===== src/hdl/brg_pkg.sv =====
// ----------------------------------------------------------------------------
// brg_pkg: shared constants of the bounded random generator
// Word widths and the splitmix64 constants used by the sequencer and its
// arithmetic units.
// ----------------------------------------------------------------------------
package brg_pkg;

  localparam int WORD_W = 64;
  localparam int HALF_W = 32;
  localparam int DVD_W  = HALF_W + 1;

  localparam logic [WORD_W-1:0] GOLDEN_STEP = 64'h9E37_79B9_7F4A_7C15;
  localparam logic [WORD_W-1:0] MIX_MUL_A   = 64'hBF58_476D_1CE4_E5B9;
  localparam logic [WORD_W-1:0] MIX_MUL_B   = 64'h94D0_49BB_1331_11EB;

  localparam int SHIFT_1 = 30;
  localparam int SHIFT_2 = 27;
  localparam int SHIFT_3 = 31;

  // 2^32 as a 33-bit dividend, for the rejection limit
  localparam logic [DVD_W-1:0] TWO_POW_HALF = {1'b1, {HALF_W{1'b0}}};

endpackage


===== src/hdl/bounded_random_generator_top.sv =====
// ----------------------------------------------------------------------------
// bounded_random_generator_top: splitmix64 generator with bounded draws
// Each request returns a raw 64-bit draw (action 0) or a uniform value below
// bound (action 1), using rejection sampling on the low 32 bits.
// ----------------------------------------------------------------------------
// Use:
//   Request channel: in_valid / in_stall with action and bound. A request is
//   taken only while the sequencer is idle; in_stall is high otherwise.
//   Result channel: out_valid / out_stall with value, held in an output
//   register, so the next request may be taken while a result waits.
//   Seed channel: cfg_valid / cfg_ready with seed; a transfer loads the
//   generator state. cfg_ready is high only while the sequencer is idle.
// Sequence:
//   A raw draw runs the state add, two 64-bit multiplies on the shared
//   32 x 32 multiplier, the xor-shifts and the output register.
//   A bounded draw first runs the remainder unit for the rejection limit,
//   and after an accepted draw runs it again for the final modulo; a
//   rejected draw repeats from the state add.
//   A bound below two returns 0. The next request may be taken in the same
//   cycle that the result appears in the output register.
// Reset clears the generator state to zero and empties the output register.
// While the receiver stalls, a finished result waits in the sequencer until
// the output register is free.
// ----------------------------------------------------------------------------
module bounded_random_generator_top (
  input  logic                       clk,
  input  logic                       rst,
  input  logic                       cfg_valid,
  output logic                       cfg_ready,
  input  logic [brg_pkg::WORD_W-1:0] seed,
  input  logic                       in_valid,
  output logic                       in_stall,
  input  logic                       action,
  input  logic [brg_pkg::HALF_W-1:0] bound,
  output logic                       out_valid,
  input  logic                       out_stall,
  output logic [brg_pkg::WORD_W-1:0] value
);

  localparam logic [2:0] S_IDLE  = 3'd0;
  localparam logic [2:0] S_LIMIT = 3'd1;
  localparam logic [2:0] S_ADV   = 3'd2;
  localparam logic [2:0] S_MUL1  = 3'd3;
  localparam logic [2:0] S_MUL2  = 3'd4;
  localparam logic [2:0] S_MOD   = 3'd5;
  localparam logic [2:0] S_DONE  = 3'd6;

  logic [2:0]                 fsm;
  logic [brg_pkg::WORD_W-1:0] gen_state;
  logic                       action_q;
  logic [brg_pkg::HALF_W-1:0] bound_q;
  logic [brg_pkg::HALF_W-1:0] gap;
  logic [brg_pkg::WORD_W-1:0] result;

  logic                       in_take;
  logic                       out_free;
  logic [brg_pkg::WORD_W-1:0] state_next;
  logic [brg_pkg::WORD_W-1:0] mix0;
  logic [brg_pkg::WORD_W-1:0] mix1;
  logic [brg_pkg::WORD_W-1:0] draw;
  logic [brg_pkg::HALF_W:0]   accept_sum;

  logic                       mul_start;
  logic [brg_pkg::WORD_W-1:0] mul_a;
  logic [brg_pkg::WORD_W-1:0] mul_b;
  logic                       mul_done;
  logic [brg_pkg::WORD_W-1:0] mul_prod;

  logic                       div_start;
  logic [brg_pkg::DVD_W-1:0]  div_dvd;
  logic [brg_pkg::HALF_W-1:0] div_dsr;
  logic                       div_done;
  logic [brg_pkg::HALF_W-1:0] div_rem;

  brg_mul u_mul (
    .clk   (clk),
    .rst   (rst),
    .start (mul_start),
    .a     (mul_a),
    .b     (mul_b),
    .done  (mul_done),
    .prod  (mul_prod)
  );

  brg_div u_div (
    .clk      (clk),
    .rst      (rst),
    .start    (div_start),
    .dividend (div_dvd),
    .divisor  (div_dsr),
    .done     (div_done),
    .rem      (div_rem)
  );

  // handshakes
  assign in_stall  = (fsm != S_IDLE);
  assign cfg_ready = (fsm == S_IDLE);
  assign in_take   = in_valid && !in_stall;
  assign out_free  = !out_valid || !out_stall;

  // mixing steps around the multiplies
  assign state_next = gen_state + brg_pkg::GOLDEN_STEP;
  assign mix0 = state_next ^ (state_next >> brg_pkg::SHIFT_1);
  assign mix1 = mul_prod ^ (mul_prod >> brg_pkg::SHIFT_2);
  assign draw = mul_prod ^ (mul_prod >> brg_pkg::SHIFT_3);

  // accept when v < 2^32 - (2^32 mod bound), i.e. v + gap has no carry out
  assign accept_sum = {1'b0, draw[brg_pkg::HALF_W-1:0]} + {1'b0, gap};

  // unit requests
  always_comb begin
    mul_start = 1'b0;
    mul_a     = mix0;
    mul_b     = brg_pkg::MIX_MUL_A;
    div_start = 1'b0;
    div_dvd   = brg_pkg::TWO_POW_HALF;
    div_dsr   = bound;
    case (fsm)
      S_IDLE: begin
        div_start = in_take && action && (bound > 32'd1);
      end
      S_ADV: begin
        mul_start = 1'b1;
      end
      S_MUL1: begin
        mul_start = mul_done;
        mul_a     = mix1;
        mul_b     = brg_pkg::MIX_MUL_B;
      end
      S_MUL2: begin
        div_start = mul_done && action_q && !accept_sum[brg_pkg::HALF_W];
        div_dvd   = {1'b0, draw[brg_pkg::HALF_W-1:0]};
        div_dsr   = bound_q;
      end
      default: begin
      end
    endcase
  end

  // sequencer
  always_ff @(posedge clk) begin
    if (rst) begin
      fsm       <= S_IDLE;
      gen_state <= '0;
      out_valid <= 1'b0;
    end else begin
      // raise the result into a free output register, drop it once taken
      if (fsm == S_DONE && out_free) begin
        out_valid <= 1'b1;
      end else if (!out_stall) begin
        out_valid <= 1'b0;
      end
      case (fsm)
        S_IDLE: begin
          if (cfg_valid) begin
            gen_state <= seed;
          end
          if (in_take) begin
            if (!action) begin
              fsm <= S_ADV;
            end else if (bound > 32'd1) begin
              fsm <= S_LIMIT;
            end else begin
              fsm <= S_DONE;
            end
          end
        end
        S_LIMIT: begin
          if (div_done) begin
            fsm <= S_ADV;
          end
        end
        S_ADV: begin
          gen_state <= state_next;
          fsm       <= S_MUL1;
        end
        S_MUL1: begin
          if (mul_done) begin
            fsm <= S_MUL2;
          end
        end
        S_MUL2: begin
          if (mul_done) begin
            if (!action_q) begin
              fsm <= S_DONE;
            end else if (!accept_sum[brg_pkg::HALF_W]) begin
              fsm <= S_MOD;
            end else begin
              fsm <= S_ADV;
            end
          end
        end
        S_MOD: begin
          if (div_done) begin
            fsm <= S_DONE;
          end
        end
        S_DONE: begin
          if (out_free) begin
            fsm <= S_IDLE;
          end
        end
        default: begin
          fsm <= S_IDLE;
        end
      endcase
    end
  end

  // request fields, limit gap, result and output register
  always_ff @(posedge clk) begin
    if (in_take) begin
      action_q <= action;
      bound_q  <= bound;
      result   <= '0;
    end
    if (fsm == S_LIMIT && div_done) begin
      gap <= div_rem;
    end
    if (fsm == S_MUL2 && mul_done && !action_q) begin
      result <= draw;
    end
    if (fsm == S_MOD && div_done) begin
      result <= {{brg_pkg::HALF_W{1'b0}}, div_rem};
    end
    if (fsm == S_DONE && out_free) begin
      value <= result;
    end
  end

  // checks
  a_units_exclusive: assert property (@(posedge clk) disable iff (rst)
    !(mul_done && div_done))
    else $error("multiplier and remainder unit finished together");

  a_mul_done_phase: assert property (@(posedge clk) disable iff (rst)
    mul_done |-> (fsm == S_MUL1 || fsm == S_MUL2))
    else $error("multiplier finished outside a multiply step");

  a_div_done_phase: assert property (@(posedge clk) disable iff (rst)
    div_done |-> (fsm == S_LIMIT || fsm == S_MOD))
    else $error("remainder unit finished outside a divide step");

  a_mod_below_bound: assert property (@(posedge clk) disable iff (rst)
    (fsm == S_MOD && div_done) |-> (div_rem < bound_q))
    else $error("bounded result not below bound");

  a_take_leaves_idle: assert property (@(posedge clk) disable iff (rst)
    in_take |=> (fsm != S_IDLE))
    else $error("sequencer stayed idle after taking a request");

endmodule


===== src/hdl/brg_mul.sv =====
// ----------------------------------------------------------------------------
// brg_mul: iterative 64 x 64 multiplier, low 64 bits of the product
// One 32 x 32 multiplier is reused in turn: low x low, then the
// two cross products, whose low halves are added into the upper word.
// ----------------------------------------------------------------------------
module brg_mul (
  input  logic                      clk,
  input  logic                      rst,
  input  logic                      start,
  input  logic [brg_pkg::WORD_W-1:0] a,
  input  logic [brg_pkg::WORD_W-1:0] b,
  output logic                      done,
  output logic [brg_pkg::WORD_W-1:0] prod
);

  localparam logic [1:0] PH_LL = 2'd0;
  localparam logic [1:0] PH_LH = 2'd1;
  localparam logic [1:0] PH_HL = 2'd2;

  logic [brg_pkg::WORD_W-1:0] a_op;
  logic [brg_pkg::WORD_W-1:0] b_op;
  logic [brg_pkg::WORD_W-1:0] acc;
  logic                       busy;
  logic [1:0]                 phase;
  logic [brg_pkg::HALF_W-1:0] mul_a;
  logic [brg_pkg::HALF_W-1:0] mul_b;
  logic [brg_pkg::WORD_W-1:0] part;

  // pick the half-words for this phase
  always_comb begin
    case (phase)
      PH_LL: begin
        mul_a = a_op[brg_pkg::HALF_W-1:0];
        mul_b = b_op[brg_pkg::HALF_W-1:0];
      end
      PH_LH: begin
        mul_a = a_op[brg_pkg::HALF_W-1:0];
        mul_b = b_op[brg_pkg::WORD_W-1:brg_pkg::HALF_W];
      end
      PH_HL: begin
        mul_a = a_op[brg_pkg::WORD_W-1:brg_pkg::HALF_W];
        mul_b = b_op[brg_pkg::HALF_W-1:0];
      end
      default: begin
        mul_a = '0;
        mul_b = '0;
      end
    endcase
  end

  assign part = {{brg_pkg::HALF_W{1'b0}}, mul_a} * {{brg_pkg::HALF_W{1'b0}}, mul_b};

  // control: load on start, advance through the three phases
  always_ff @(posedge clk) begin
    if (rst) begin
      busy  <= 1'b0;
      phase <= PH_LL;
      done  <= 1'b0;
    end else begin
      done <= 1'b0;
      if (start) begin
        busy  <= 1'b1;
        phase <= PH_LL;
      end else if (busy) begin
        if (phase == PH_HL) begin
          busy <= 1'b0;
          done <= 1'b1;
        end else begin
          phase <= phase + 2'd1;
        end
      end
    end
  end

  // operands and accumulator
  always_ff @(posedge clk) begin
    if (start) begin
      a_op <= a;
      b_op <= b;
    end
    if (busy && !start) begin
      if (phase == PH_LL) begin
        acc <= part;
      end else begin
        acc[brg_pkg::WORD_W-1:brg_pkg::HALF_W] <=
          acc[brg_pkg::WORD_W-1:brg_pkg::HALF_W] + part[brg_pkg::HALF_W-1:0];
      end
    end
  end

  assign prod = acc;

endmodule


===== src/hdl/brg_div.sv =====
// ----------------------------------------------------------------------------
// brg_div: restoring shift-subtract remainder unit
// Takes a 33-bit dividend and a 32-bit divisor and produces the remainder,
// one dividend bit per cycle.
// ----------------------------------------------------------------------------
module brg_div (
  input  logic                       clk,
  input  logic                       rst,
  input  logic                       start,
  input  logic [brg_pkg::DVD_W-1:0]  dividend,
  input  logic [brg_pkg::HALF_W-1:0] divisor,
  output logic                       done,
  output logic [brg_pkg::HALF_W-1:0] rem
);

  localparam int STEPS = brg_pkg::DVD_W;
  localparam int CNT_W = $clog2(STEPS);
  localparam logic [CNT_W-1:0] LAST = CNT_W'(STEPS - 1);

  logic [brg_pkg::DVD_W-1:0]  dvd;
  logic [brg_pkg::HALF_W-1:0] dsr;
  logic [brg_pkg::HALF_W-1:0] part_rem;
  logic [CNT_W-1:0]           cnt;
  logic                       busy;
  logic [brg_pkg::DVD_W-1:0]  shifted;
  logic [brg_pkg::DVD_W-1:0]  diff;
  logic [brg_pkg::HALF_W-1:0] rem_next;

  // one trial subtraction per cycle
  assign shifted = {part_rem, dvd[brg_pkg::DVD_W-1]};
  assign diff    = shifted - {1'b0, dsr};
  assign rem_next = (shifted >= {1'b0, dsr}) ? diff[brg_pkg::HALF_W-1:0]
                                             : shifted[brg_pkg::HALF_W-1:0];

  // control
  always_ff @(posedge clk) begin
    if (rst) begin
      busy <= 1'b0;
      cnt  <= '0;
      done <= 1'b0;
    end else begin
      done <= 1'b0;
      if (start) begin
        busy <= 1'b1;
        cnt  <= '0;
      end else if (busy) begin
        if (cnt == LAST) begin
          busy <= 1'b0;
          done <= 1'b1;
        end else begin
          cnt <= cnt + CNT_W'(1);
        end
      end
    end
  end

  // datapath
  always_ff @(posedge clk) begin
    if (start) begin
      dvd      <= dividend;
      dsr      <= divisor;
      part_rem <= '0;
    end else if (busy) begin
      dvd      <= {dvd[brg_pkg::DVD_W-2:0], 1'b0};
      part_rem <= rem_next;
    end
  end

  assign rem = part_rem;

endmodule


===== config.mk =====
export PLATFORM = sky130hd
export DESIGN_NAME = bounded_random_generator_top
export DESIGN_NICKNAME = d
export VERILOG_FILES = /design/src/hdl/brg_pkg.sv /design/src/hdl/bounded_random_generator_top.sv /design/src/hdl/brg_mul.sv /design/src/hdl/brg_div.sv
export SDC_FILE = /design/constraint.sdc
export NUM_CORES = 2
export LEC_CHECK = 0
export BUFFER_PORTS_ARGS = -buffer_cell sky130_fd_sc_hd__clkbuf_2
export CORE_MARGIN = 4
export CORE_UTILIZATION = 43
export DETAILED_ROUTE_END_ITERATION = 8
export PLACE_DENSITY = 0.63
export SLEW_MARGIN = 30
export SYNTH_ARGS = -nofsm -noshare
export SYNTH_HDL_FRONTEND = slang
export SYNTH_SLANG_ARGS = --single-unit

===== constraint.sdc =====
create_clock -name clk -period 26.3 [get_ports clk]
set_input_delay 1.315 -clock clk [delete_from_list [all_inputs] [get_ports clk]]
set_output_delay 1.315 -clock clk [all_outputs]
set_load 0.01 [all_outputs]

==> summary.md <==
| Metric | Value |
|---|---|
| Critical Path Source | `u_mul.phase[0]` |
| Post-Syn Area | `between 50000 and 60000 um^2` |
| Critical Path Most Common Cell | `fa_1` |
| Finished Core Util | `47.1%` |
| Die Width | `365 um` |
| CTS tree | `done` |
| Worst hold path type | `reg -> reg` |
| Setup repair bufs after CTS | `0` |
| Flops & latches, synth | `500` |
| Post-synth EDFFs | `around 360` |
| Synth area leaders | `fa_1 (30%), edfxtp_1 (20%), ha_1 (9.8%), inv_1 (6.8%), dfxtp_1 (5.3%)` |
| Final Setup Violations | `0` |
| Vias per cell | `5.69` |
| Final Max Tran Viols | `0` |
| Placer Congestion | `~1.0` |
| Top FF cell, synth | `edfxtp_1` |
| Least-Margin Pin Slew | `1.03 ns` |
| Setup crit end kind | `flop` |
| CP arrival | `12.54 ns` |
| Starting density of the core | `43.4%` |
| DRC violations left | `0` |
| Critical path's slowest cell | `a2111oi_0` |
| Peak Freq | `approximately 83 MHz` |
| Most frequent cells in the layout | `inv_1 (992), fa_1 (831), nor2_1 (491)` |
| Antenna violations before repair | `4` |
| Total global-route track usage | `28.5%` |
| Hold Vio Cnt, Final | `0` |
| Synth cell types | `90` |
| Crit path capture | `u_mul.prod[62]` |
| Top cell type by total area after synthesis | `fa_1` |
| WP buf/inv | `9` |
| Largest net degree at the start of global routing | `87` |
| Critical path depth | `33` |
| Startpoint Class | `flop` |
| CTS buffer count | `49` |
| Core ar. | `126000 um^2` |
| GRT overflow | `0` |
| CP max stage delay | `~0.77 ns` |
| Die height | `365 um` |
| RSZ-0062 raised after global routing | `false` |
| Kind of critical path | `reg -> reg` |
| Top cell type's share of synthesized area | `30.4%` |
| First-pass GRT wire length | `280 mm` |
| Nets | `6879` |
| Buffers on Ports | `168` |
| Drt pass-1 iters | `9` |
| Vias in the first global route | `42600` |
| Mean area per synthesized cell | `roughly 10 um^2` |
| Hold buffers post-CTS | `0` |
| Minimum clock period | `12.11 ns` |
| FFs w/ async S/R, synth | `0%` |
| CTS root buffer | `clkbuf_16` |
| Ports | `169` |
| WL/cell | `26.1 um` |
| Worst EP required | `around 27 ns` |
| Max-cap viol count | `0` |
| Post-cts gate resize count | `0` |
| Final Skew | `0.0540 ns` |
| Antenna viol nets, final | `0` |
| Slew headroom | `30.8%` |
| Die ar. | `133000 um^2` |
| RR Endpoint | `u_mul.prod[62]` |
| FF-to-FF Start | `u_mul.phase[0]` |
| CTS sink count | `500` |
| Rows | `130` |
| Leading cell type in the layout, fill and taps excluded | `inv_1` |
| Layout cell share with drive strength beyond 1 | `around 9.0%` |
| Net count after synthesis | `6772` |
| Seq/Total Area, Yosys | `24.8%` |
| H-tree levels | `2` |
| Family with the most delay on the worst path | `adder cells` |
| Status | `finished, final reports clean` |
| Area delta synth->final | `8.45%` |
| Cells after Synth | `around 5400` |
| Yosys warning total | `0` |
| DR vias | `41100` |
| Initial DRC Count | `4198` |
| Depth of the most critical reg-to-reg path | `33` |
| Clk pin slew, worst setup/hold paths | `about 0.07 ns` |
| Crit share post-route | `46.0%` |
| Worst-path fanout max | `40` |
| Clock buffer depth | `3` |
| Final wirelength | `188 mm` |
| Worst-Skew Late Latency | `roughly 0.64 ns` |
| Dpl hpwl | `156 mm` |
| Reg2Reg Setup Slack | `14.19 ns` |
| Setup TNS | `0 ns` |
==> stage by stage <==
stage	hold WS [ns]	cell area, um^2	setup slack, ns	std cells
2_1_floorplan	0.400	54800	16.23	5412
6_report	0.416	59400	14.19	7216
3_5_place_dp	0.405	57700	14.54	7118
3_3_place_gp	0.404	57700	14.56	7118
5_1_grt	0.423	59400	13.98	7210
4_1_cts	0.417	59400	14.48	7210
==> layout make-up <==
type | instances | area (um^2)
fillers | 11900 | 66700
multi-input cells | 3713 | 36800
flip-flops and latches | 500 | 13600
inverters | 996 | 3740
well taps | 1650 | 2060
repair buffers | 259 | 1520
clock buffers | 58 | 1320
clock inverters | 34 | 373
diodes | 6 | 15.0
==> kinds of logic after synthesis <==
logic type	synth area share, %
fa+ha+maj	40.1
simple gates	10.1
buf+inv	8.23
compound gates	11.2
flops	24.8
xor+xnor	4.46
mux	1.14
==> synthesized netlist by cell type, types with 17 or more instances <==
cell        n
a211oi_1   38
a21o_1     72
a21oi_1   248
a221oi_1   20
a222oi_1   23
a22o_1     94
a22oi_1    45
a31oi_1    33
and2_1     59
and3_1     24
clkbuf_1  186
dfxtp_1   144
edfxtp_1  356
fa_1      831
ha_1      427
inv_1     993
mux2_2     37
mux2i_1    19
nand2_1   293
nand2b_1   36
nand3_1    40
nand4_1    31
nor2_1    497
nor2b_1    17
nor3_1     73
nor4_1     19
o21a_1     25
o21ai_0   179
or2_2      70
or3_1      22
xnor2_1   138
xor2_1    138
==> registers in the layout, summed over array words and instances, names as in the netlist <==
signal	count
u_mul.phase	2
action_q	1
gen_state	64
u_div.busy	1
u_mul.done	1
u_div.rem	32
u_mul.prod	64
value	64
u_mul.a_op	64
gap	32
bound_q	32
u_div.cnt	6
u_div.done	1
u_mul.busy	1
result	64
u_div.dsr	32
u_div.dvd	33
fsm	3
u_mul.b_op	2
out_valid	1
==> worst min-delay path by stage <==
| stage | startpoint | endpoint | slack (ns) | cells after the start |
|---|---|---|---|---|
| finish | result[8] | value[8] | 0.42 | 0 |
| global route | result[2] | value[2] | 0.42 | 0 |
| CTS | result[8] | value[8] | 0.42 | 0 |
| detailed placement | result[8] | value[8] | 0.40 | 0 |
| global placement | result[13] | value[13] | 0.40 | 0 |
| floorplan | result[0] | value[0] | 0.40 | 0 |
==> metal layers <==
| layer | GRT usage (%) | wire length, um | up-vias | part of all wire, % |
|---|---|---|---|---|
| li1 | - | - | 18000 | - |
| met1 | 38.4 | 76200 | 20600 | 40 |
| met2 | 44.7 | 84500 | 2121 | 45 |
| met3 | 6.81 | 18700 | 410 | 9.9 |
| met4 | 11.1 | 8850 | 2 | 4.7 |
| met5 | 0 | 17 | - | 0.0090 |
==> worst reg2reg max path, delay by kind of cell, from the launching register on <==
kind,cells,cell delay (ns)
simple gates,8,3.25
compound gates,4,1.43
fa+ha+maj,11,5.30
xor+xnor,1,0.39
flops,1,0.36
buf+inv,9,1.26
Power is not shown: default switching activity piles up to over one toggle a cycle in this logic, so the estimate is an artifact.
